`src/rtl/smp_pkg.sv`:
```
// Package for the SHA message padder: controller states, word generator
// selects and the command and status groups between controller and datapath.
// No dependencies.
package smp_pkg;

	// Byte constants of the padding scheme.
	localparam logic [7:0] PadMarker   = 8'h80;
	localparam logic [5:0] LongTailMin = 6'd56;
	localparam logic [3:0] LastWord    = 4'd15;
	localparam logic [3:0] LenHiWord   = 4'd14;
	localparam logic [3:0] LenLoWord   = 4'd15;
	localparam logic [63:0] BitsPerByte = 64'd8;

	// Controller states.
	typedef enum logic [1:0] {
		ST_IDLE,
		ST_DATA,
		ST_PAD,
		ST_ZLEN
	} state_t;

	// What the word generator builds.
	typedef enum logic [1:0] {
		GEN_DATA,
		GEN_PAD,
		GEN_ZLEN
	} gen_sel_t;

	// Commands from controller to datapath.
	typedef struct packed {
		logic     wr_byte;
		logic     emit;
		gen_sel_t gen_sel;
		logic     with_len;
		logic     final_blk;
		logic     last_run;
		logic     clear_msg;
	} ctrl_cmd_t;

	// Status from datapath to controller.
	typedef struct packed {
		logic fill_full;
		logic long_tail;
		logic word_last;
		logic slot_free;
	} dp_status_t;

endpackage

```
`src/rtl/smp_datapath.sv`:
```
// Datapath of the SHA message padder: block buffer, byte and bit counts,
// word generator and output register.
// Depends on smp_pkg.
module smp_datapath (
	input  logic               clk,
	input  logic               arst_n,
	input  smp_pkg::ctrl_cmd_t cmd,
	output smp_pkg::dp_status_t status,
	input  logic [7:0]         data_byte,
	output logic               out_valid,
	input  logic               out_stall,
	output logic [31:0]        block_word,
	output logic [3:0]         word_index,
	output logic               final_block,
	output logic               last_of_run
);

	logic [31:0] buf_q [16];
	logic [5:0]  fill_q;
	logic [63:0] total_q;
	logic [3:0]  cnt_q;
	logic        out_valid_q;
	logic [31:0] word_q;
	logic [3:0]  index_q;
	logic        final_q;
	logic        last_q;
	logic [31:0] raw_word;
	logic [31:0] gen_word;

	// Block buffer, written one byte at a time, first byte in the top bits.
	always_ff @(posedge clk) begin
		if (cmd.wr_byte) begin
			buf_q[fill_q[5:2]][{~fill_q[1:0], 3'b000} +: 8] <= data_byte;
		end
	end

	// Pending byte count and message bit count.
	always_ff @(posedge clk or negedge arst_n) begin
		if (!arst_n) begin
			fill_q  <= '0;
			total_q <= '0;
		end else if (cmd.clear_msg) begin
			fill_q  <= '0;
			total_q <= '0;
		end else if (cmd.wr_byte) begin
			fill_q  <= fill_q + 6'd1;
			total_q <= total_q + smp_pkg::BitsPerByte;
		end
	end

	// Word counter within the block being emitted.
	always_ff @(posedge clk or negedge arst_n) begin
		if (!arst_n) begin
			cnt_q <= '0;
		end else if (cmd.emit) begin
			cnt_q <= cnt_q + 4'd1;
		end
	end

	// Word generator: data gives the buffer; pad gives bytes below the fill
	// count, marker at it, zeros past; else 0; bit count last two if with_len.
	assign raw_word = buf_q[cnt_q];

	always_comb begin
		logic [5:0] idx;
		gen_word = '0;
		for (int j = 0; j < 4; j++) begin
			idx = {cnt_q, 2'(j)};
			case (cmd.gen_sel)
				smp_pkg::GEN_DATA: begin
					gen_word[(3 - j) * 8 +: 8] = raw_word[(3 - j) * 8 +: 8];
				end
				smp_pkg::GEN_PAD: begin
					if (idx < fill_q) begin
						gen_word[(3 - j) * 8 +: 8] = raw_word[(3 - j) * 8 +: 8];
					end else if (idx == fill_q) begin
						gen_word[(3 - j) * 8 +: 8] = smp_pkg::PadMarker;
					end else begin
						gen_word[(3 - j) * 8 +: 8] = 8'h00;
					end
				end
				default: begin
					gen_word[(3 - j) * 8 +: 8] = 8'h00;
				end
			endcase
		end
		if (cmd.with_len && cnt_q == smp_pkg::LenHiWord) begin
			gen_word = total_q[63:32];
		end else if (cmd.with_len && cnt_q == smp_pkg::LenLoWord) begin
			gen_word = total_q[31:0];
		end
	end

	// Output register: control flag with reset, payload without.
	always_ff @(posedge clk or negedge arst_n) begin
		if (!arst_n) begin
			out_valid_q <= 1'b0;
		end else if (cmd.emit) begin
			out_valid_q <= 1'b1;
		end else if (!out_stall) begin
			out_valid_q <= 1'b0;
		end
	end

	always_ff @(posedge clk) begin
		if (cmd.emit) begin
			word_q  <= gen_word;
			index_q <= cnt_q;
			final_q <= cmd.final_blk;
			last_q  <= cmd.last_run && (cnt_q == smp_pkg::LastWord);
		end
	end

	// Status back to the controller.
	assign status.fill_full = (fill_q == 6'd63);
	assign status.long_tail = (fill_q >= smp_pkg::LongTailMin);
	assign status.word_last = (cnt_q == smp_pkg::LastWord);
	assign status.slot_free = !out_valid_q || !out_stall;

	assign out_valid   = out_valid_q;
	assign block_word  = word_q;
	assign word_index  = index_q;
	assign final_block = final_q;
	assign last_of_run = last_q;

endmodule

```
`src/rtl/smp_ctrl.sv`:
```
// Controller of the SHA message padder: takes items and sequences the
// data, padding and length-only blocks.
// Depends on smp_pkg.
module smp_ctrl (
	input  logic                clk,
	input  logic                arst_n,
	input  logic                in_valid,
	output logic                in_stall,
	input  logic                has_byte,
	input  logic                end_of_message,
	input  smp_pkg::dp_status_t status,
	output smp_pkg::ctrl_cmd_t  cmd
);

	smp_pkg::state_t state_q;
	smp_pkg::state_t state_d;
	logic            eom_q;
	logic            eom_d;
	logic            accept;

	// State register and the close flag held over a full data block.
	always_ff @(posedge clk or negedge arst_n) begin
		if (!arst_n) begin
			state_q <= smp_pkg::ST_IDLE;
			eom_q   <= 1'b0;
		end else begin
			state_q <= state_d;
			eom_q   <= eom_d;
		end
	end

	// Next state and commands.
	always_comb begin
		state_d       = state_q;
		eom_d         = eom_q;
		cmd           = '0;
		cmd.gen_sel   = smp_pkg::GEN_DATA;
		in_stall      = 1'b1;
		accept        = 1'b0;
		case (state_q)
			smp_pkg::ST_IDLE: begin
				in_stall    = 1'b0;
				accept      = in_valid;
				cmd.wr_byte = accept && has_byte;
				if (accept && has_byte && status.fill_full) begin
					state_d = smp_pkg::ST_DATA;
					eom_d   = end_of_message;
				end else if (accept && end_of_message) begin
					state_d = smp_pkg::ST_PAD;
				end
			end
			smp_pkg::ST_DATA: begin
				cmd.emit     = status.slot_free;
				cmd.gen_sel  = smp_pkg::GEN_DATA;
				cmd.last_run = !eom_q;
				if (cmd.emit && status.word_last) begin
					state_d = eom_q ? smp_pkg::ST_PAD : smp_pkg::ST_IDLE;
				end
			end
			smp_pkg::ST_PAD: begin
				cmd.emit      = status.slot_free;
				cmd.gen_sel   = smp_pkg::GEN_PAD;
				cmd.with_len  = !status.long_tail;
				cmd.final_blk = !status.long_tail;
				cmd.last_run  = !status.long_tail;
				if (cmd.emit && status.word_last) begin
					cmd.clear_msg = !status.long_tail;
					state_d = status.long_tail ? smp_pkg::ST_ZLEN : smp_pkg::ST_IDLE;
				end
			end
			smp_pkg::ST_ZLEN: begin
				cmd.emit      = status.slot_free;
				cmd.gen_sel   = smp_pkg::GEN_ZLEN;
				cmd.with_len  = 1'b1;
				cmd.final_blk = 1'b1;
				cmd.last_run  = 1'b1;
				if (cmd.emit && status.word_last) begin
					cmd.clear_msg = 1'b1;
					state_d       = smp_pkg::ST_IDLE;
				end
			end
			default: begin
				state_d = smp_pkg::ST_IDLE;
			end
		endcase
	end

endmodule

```
`src/rtl/sha_message_padder.sv`:
```
// SHA message padder: packs a byte stream into 512-bit blocks of sixteen
// big-endian words, with 0x80 marker, zero fill and 64-bit bit count.
// Items are taken while idle; in_stall holds them off while a block is
// emitted. Words go out one per cycle through the output register while
// out_stall allows. Reset clears counts; buffer is not cleared.
module sha_message_padder (
	input  logic        clk,
	input  logic        arst_n,
	input  logic        in_valid,
	output logic        in_stall,
	input  logic [7:0]  data_byte,
	input  logic        has_byte,
	input  logic        end_of_message,
	output logic        out_valid,
	input  logic        out_stall,
	output logic [31:0] block_word,
	output logic [3:0]  word_index,
	output logic        final_block,
	output logic        last_of_run
);

	smp_pkg::ctrl_cmd_t  cmd;
	smp_pkg::dp_status_t status;

	// Controller.
	smp_ctrl u_ctrl (
		.clk            (clk),
		.arst_n         (arst_n),
		.in_valid       (in_valid),
		.in_stall       (in_stall),
		.has_byte       (has_byte),
		.end_of_message (end_of_message),
		.status         (status),
		.cmd            (cmd)
	);

	// Datapath.
	smp_datapath u_datapath (
		.clk         (clk),
		.arst_n      (arst_n),
		.cmd         (cmd),
		.status      (status),
		.data_byte   (data_byte),
		.out_valid   (out_valid),
		.out_stall   (out_stall),
		.block_word  (block_word),
		.word_index  (word_index),
		.final_block (final_block),
		.last_of_run (last_of_run)
	);

endmodule
```
`config.mk`:
```
export PLATFORM = sky130hd
export DESIGN_NAME = sha_message_padder
export DESIGN_NICKNAME = d
export VERILOG_FILES = /design/src/rtl/smp_pkg.sv /design/src/rtl/smp_datapath.sv /design/src/rtl/smp_ctrl.sv /design/src/rtl/sha_message_padder.sv
export SDC_FILE = /design/constraint.sdc
export NUM_CORES = 1
export LEC_CHECK = 0
export BUFFER_PORTS_ARGS = -buffer_cell sky130_fd_sc_hd__buf_2
export CAP_MARGIN = 20
export CORE_UTILIZATION = 50
export DETAILED_ROUTE_END_ITERATION = 12
export GPL_TIMING_DRIVEN = 0
export PLACE_DENSITY = 0.66
export SLEW_MARGIN = 10
export SYNTH_ARGS = -nofsm -noshare
export SYNTH_HDL_FRONTEND = slang
export SYNTH_SLANG_ARGS = --single-unit
export TNS_END_PERCENT = 50
```
`constraint.sdc`:
```
create_clock -name clk -period 4.3 [get_ports clk]
set_clock_uncertainty 0.15 [all_clocks]
set_input_delay 0 -clock clk [delete_from_list [all_inputs] [get_ports clk]]
set_output_delay 0 -clock clk [all_outputs]
set_load 0.01 [all_outputs]
```
# Yosys cells after proc, flatten, opt, wreduce, memory -nomap -nowiden
# Memories as Yosys holds them, arrays and structs flattened.
# Cells that the tools add are included.
op_classes:
  add_sub_neg: 4
  magnitude_cmp: 5
  n_eq_ne: 16
  shifts: 2
  mux: 38
  n_bitwise: 1
  n_reduce_logical: 17
ops:
  columns: ["op", "count"]
  rows:
  - ["64-bit two-way mux", 2]
  - ["32-bit two-way mux", 3]
  - ["64-bit by 4-bit adder with 64-bit output, second input constant", 1]
  - ["8-bit two-way mux", 8]
  - ["8-bit case mux with 2 select lines", 4]
  - ["8-bit by 7-bit variable shift with 32-bit output, first input constant", 1]
  - ["8-bit by 7-bit variable part select with 32-bit output", 1]
  - ["6-bit equality test", 4]
  - ["6-bit < comparator", 4]
  - ["2-bit two-way mux", 7]
  - ["6-bit two-way mux", 2]
  - ["3-bit case mux with 3 select lines", 1]
  - ["4-bit equality test, second input constant", 2]
  - ["2-bit by 1-bit != test with 1-bit output, second input constant", 4]
  - ["2-bit case mux with 4 select lines", 1]
  - ["1-bit logical AND", 7]
  - ["1-bit two-way mux", 7]
  - ["5-bit negator with 7-bit output", 1]
  - ["6-bit by 1-bit adder with 6-bit output, second input constant", 1]
  - ["6-bit equality test, second input constant", 1]
  - ["6-bit >= comparator, second input constant", 1]
  - ["4-bit by 1-bit adder with 4-bit output, second input constant", 1]
  - ["2-bit by 1-bit equality test with 1-bit output, second input constant", 2]
  - ["2-bit equality test, second input constant", 2]
  - ["other kinds (11)", 15]
word_totals:
  register_bits: 116
  ram_bits: 512
  input_bits: 14
  memories: 1
memory_table:
  columns: ["memory", "depth", "word_bits", "read_ports", "rd_ports_with_merged_regs", "wr", "line_no", "text"]
  rows:
  - ["u_datapath.buf_q", 16, 32, 1, 0, 1, "smp_datapath.sv:18", "logic [31:0] buf_q [16];"]

# Logic depth before layout (Yosys ltp)
logic_depth:
  word_depth: 7
  mapped_depth: 11

# By module
# From an unflattened synthesis, not the netlist that was laid out.
hier_totals:
  hier_cells: 1494
  area_unflattened_um2: 25528.2
modules_own_cells:
  columns: ["module", "instances", "cells_each", "area_each_um2", "seq_area_each_um2"]
  rows:
  - ["smp_datapath", 1, 1465, 25299.3, 18317.6]
  - ["smp_ctrl", 1, 29, 229.0, 75.1]

# Least setup slack after synthesis
# Ideal clock, no wire load.
synth_timing:
  path_kind: "register -> register"
  start: "reg u_ctrl.state_q[1]"
  end: "reg u_datapath.cnt_q[3]"
  t_arrival_ns: 3.298
  t_required_ns: 4.017
  path_slack_ns: 0.719
  stages_incl_launch_ff: 6
  n_path_buf: 1
  cell_sequence: "dfrtp_1 -> clkbuf_1 -> nor2_1 -> a21oi_1 -> nand3_1 -> xnor2_1"
synth_lines:
  columns: ["element", "line_no", "text"]
  rows:
  - ["from (decl)", "smp_ctrl.sv:15", "smp_pkg::state_t state_q;"]
  - ["from (signal assigned)", "smp_ctrl.sv:24", "state_q <= smp_pkg::ST_IDLE;"]
  - ["from (signal assigned)", "smp_ctrl.sv:27", "state_q <= state_d;"]
  - ["to (signal assigned)", "smp_datapath.sv:56", "cnt_q <= cnt_q + 4'd1;"]
  - ["to (decl)", "smp_datapath.sv:21", "logic [3:0] cnt_q;"]

# Final worst setup path
layout_timing:
  start: "reg u_datapath.cnt_q[1]"
  end: "reg u_datapath.word_q[14], in the netlist u_datapath.block_word[14], data pin"
layout_via:
  elab_chain_len: 5
  elab_cells_between_ends: 10
  cone_classes: "order compare (1); eq/ne (2); mux (4); reduce/logical (2); memory (1)"
layout_lines:
  columns: ["element", "line_no", "text"]
  rows:
  - ["memory 16 x 32 bit / 6-bit < comparator (equally long branches)", null, null]
  - ["8-bit two-way mux", "smp_datapath.sv:74", "if (idx < fill_q) begin"]
  - ["8-bit case mux with 2 select lines", "smp_datapath.sv:69", "case (cmd.gen_sel)"]
  - ["32-bit two-way mux", "smp_datapath.sv:89", "end else if (cmd.with_len && cnt_q == smp_pkg::LenLoWord) begin"]
  - ["32-bit two-way mux *", "smp_datapath.sv:87", "if (cmd.with_len && cnt_q == smp_pkg::LenHiWord) begin"]
  - ["via u_datapath.gen_word[14]", "smp_datapath.sv:28", "logic [31:0] gen_word;"]
  - ["to (signal assigned)", "smp_datapath.sv:107", "word_q <= gen_word;"]
  - ["to (decl)", "smp_datapath.sv:23", "logic [31:0] word_q;"]
# The timed path passes the listed nets; every way through them passes the cells marked *.
# A chain may end at the register's enable or synchronous reset.

==> flow_metrics.tcl <==
set metrics [dict create \
    yosys_warnings 0 \
    cpMostUsedCell "buf_2" \
    grt_first_pass_wirelength_mm 103.5 \
    fmax_mhz 242.2 \
    row_count 83 \
    grt.total_usage_pct 27.13 \
    synth_area_leaders "edfxtp_1, mux4_2, dfrtp_1" \
    cts_sinks 625 \
    worst_pin_slew_ns 1.105 \
    clk_transition_reported_paths_ns 0.06 \
    synthesis.area_sq_um 26130 \
    finalInstanceArea_sq_um 29660 \
    fin_hold_ws_ns 0.03168 \
    finalSetupViolations 0 \
    nFillCells 4050 \
    yosys.area.top_type "edfxtp_1" \
    vdd_drop_max_uv 380.0 \
    clock_latency_ns 0.60 \
    vias_per_cell 6.318 \
    drtIter0Drc 1680 \
    die_area_sq_um 53180 \
    drv_slew 0 \
    place_area_sq_um 27380 \
    rsz0062_at_grt "false" \
    cts_setup_buffers 0 \
    drv_cap 0 \
    cp_max_fo 10 \
    yosysUniqueCellTypes 70 \
    synth_seq_cells 625 \
    ys.flop_type "edfxtp_1" \
    syn_area_per_cell_sq_um 16.10 \
    tns_ns 0 \
    synth-edff-count 550 \
    grt_pass1_vias 15510 \
    ys_seq_area_share_pct 70.39 \
    start_util_pct 50.73 \
    dr_total_vias 15790 \
    wirelength_mm 70.48 \
    finalPower_w 0.01992 \
    power_density_nw_per_um2 671.4 \
    finalCritPeriodShare_pct 96.04 \
    critPathRequiredTime_ns 4.44 \
    drive_above_1_share_pct 20.89 \
    die_w_microns 230.6 \
    hold_viol_final 0 \
    slowest_stage "dfrtp_1" \
    drc_errors 0 \
    status "complete, no violations" \
    worst_setup_path_start_kind "flop" \
    cpPeakStageDelay_ns 0.47 \
    grt_max_degree 46 \
    drt.antenna.violating_nets 0 \
    slew_headroom_pct 26.05 \
    crit_path_end_kind "flop" \
    netlist_instances 1623 \
    cts_tree "built" \
    path_cells "clkbuf_1, clkbuf_2, buf_2, buf_2, buf_2, mux4_2, nor2_1, nor2_1, o211ai_1, nand2_1" \
    design.core.area_sq_um 51510 \
    nets 1803 \
    layout_min_cycle_time_ns 4.130 \
    drt_first_pass_iters 6 \
    power.leakage_nw 10.13 \
    min_path_type "primary input to flop" \
    antenna_found_initial 2 \
    cp.arrival_ns 4.27 \
    die_h_microns 230.6 \
    cts_root_buffer "clkbuf_16" \
    async_flop_share_pct 12.00 \
    synth.top_cell.area_share_pct 63.21 \
    place_congestion 0.9484 \
    post_drt_wl_per_cell_microns 28.20 \
    cts_made_buffers 66 \
    cts_buffer_depth 3 \
    dp_hpwl_mm 48.06 \
    grt-ovfl-total 0 \
    crit_type "flop to flop" \
    syn_to_final_growth_pct 13.52 \
    diodes 0 \
    htreeDepth 3 \
    ioPinCount 54 \
    synth_nets 1651 \
    portBuffers 53 \
]
## worst max-delay path: cells and delay by family (launching register included)
kind                   cells  cell delay, ns
flip-flops                 1            0.47
multiplexers               1            0.37
AO/OA/AOI/OAI              1            0.43
AND/OR/NAND/NOR            3            0.38
buffers and inverters      5            2.00
## power breakdown
group          internal (W)  leakage [nW]  total, W  switching [W]
sequential          0.00750          6.23   0.00768       0.000184
combinational       0.00242          2.91   0.00681        0.00439
clock               0.00311         0.990   0.00542        0.00231
## metal layers
| metal | wire [microns] | GRT usage, % |
|---|---|---|
| met5 | 13 | 0 |
| met4 | 2474 | 10.39 |
| met3 | 5862 | 5.558 |
| met2 | 33630 | 43.06 |
| met1 | 28500 | 37.07 |
## metrics by stage
| stage | utilization [%] | cells | setup WS, ns |
|---|---|---|---|
| after floorplan | - | 1623 | 0.7195 |
| after global placement | 52.90 | 2356 | -0.9358 |
| after detailed placement | 53.15 | 2367 | -0.6836 |
| after CTS | 57.46 | 2493 | 0.02292 |
| after global routing | 57.59 | 2499 | 0.09665 |
| final | 57.59 | 2499 | 0.1704 |
## worst paths after layout
check / from / end / slack [ns] / depth (start not counted)
min in group asynchronous: arst_n / u_datapath.total_q[48] / 0.33 / 4
min: data_byte[1] / u_datapath.buf_q[8][25] / 0.03 / 2
max reg2reg: u_datapath.cnt_q[1] / u_datapath.block_word[14] / 0.17 / 10
min reg2reg: u_ctrl.eom_q / u_ctrl.eom_q / 0.40 / 1
max: u_datapath.cnt_q[1] / u_datapath.block_word[14] / 0.17 / 10
max in group asynchronous: arst_n / u_datapath.fill_q[3] / 3.41 / 4
## layout by cell type, fill, tap and decap left out, types with 12 or more instances in the layout
cell type,instances
a21oi_1,40
nor4b_1,12
nor2_1,131
o22ai_1,43
xnor2_1,19
a221o_1,18
a211oi_1,21
nand4_1,30
ha_1,14
mux2_2,86
o31ai_1,12
and2_1,54
dlygate4sd3_1,13
buf_2,84
o21ai_0,20
clkinv_1,14
and3_1,13
dfrtp_1,75
mux2i_1,17
edfxtp_1,550
nand3_1,39
or3_1,12
clkbuf_16,68
or4_1,15
mux4_2,84
inv_1,13
nand2_1,79
clkbuf_1,64
xor2_1,16
nor3_1,18
## Yosys cell counts (3+ instances only)
master      n
a211oi_1   22
a21oi_1    41
a221o_1    18
a22o_1      3
a22oi_1     4
a31oi_1     4
and2_0      3
and2_1     54
and3_1     13
and4_1      8
buf_1       6
buf_2      27
clkbuf_1   55
dfrtp_1    75
edfxtp_1  550
ha_1       14
inv_1      13
mux2_2     86
mux2i_1    17
mux4_2     84
nand2_1    79
nand2b_1    4
nand3_1    39
nand4_1    30
nor2_1    131
nor2b_1     3
nor3_1     22
nor4_1     10
nor4b_1    18
o211ai_1   10
o21ai_0    20
o22a_1      3
o22ai_1    43
o31ai_1    12
or3_1      12
or4_1      15
xnor2_1    19
xor2_1     16
## logic make-up (layout without fill, tap and decap cells)
| kind of cell | after synthesis | count (layout) | synth area share, % |
|---|---|---|---|
| AO/OA/AOI/OAI | 198 | 198 | 5.167 |
| XOR/XNOR | 35 | 35 | 1.173 |
| adder cells (fa/ha/maj) | 14 | 14 | 0.6704 |
| buffers and inverters | 104 | 300 | 1.657 |
| flip-flops | 625 | 625 | 70.39 |
| multiplexers | 187 | 187 | 11.60 |
| AND/OR/NAND/NOR | 460 | 460 | 9.347 |
## state kept, by name, indices dropped and copies added, names as in the netlist
name	flops
u_datapath.total_q	61
u_ctrl.eom_q	1
u_ctrl.state_q	2
u_datapath.fill_q	6
u_datapath.block_word	32
u_datapath.last_of_run	1
u_datapath.out_valid	1
u_datapath.word_index	4
u_datapath.final_block	1
u_datapath.cnt_q	4
u_datapath.buf_q	512
## cell type report
class / instances / area [sq um] / area share, %
repair buffers: 85 / 568.0 / 1.915
plain buffers: 89 / 379.1 / 1.278
clock buffers: 81 / 1780 / 6.002
clock inverters: 31 / 234.0 / 0.7888
multi-input cells: 894 / 7405 / 24.96
inverters: 14 / 52.55 / 0.1772
well taps: 680 / 850.8 / 2.868
flip-flops and latches: 625 / 18390 / 62.01
## what timing repair did
action	in CTS	in global routing
hold buffers	14	0
endpoints found under the hold margin	336	0
endpoints found under the setup margin	18	10
gates resized for setup	9	4
Power figures use the tool's default switching activity.
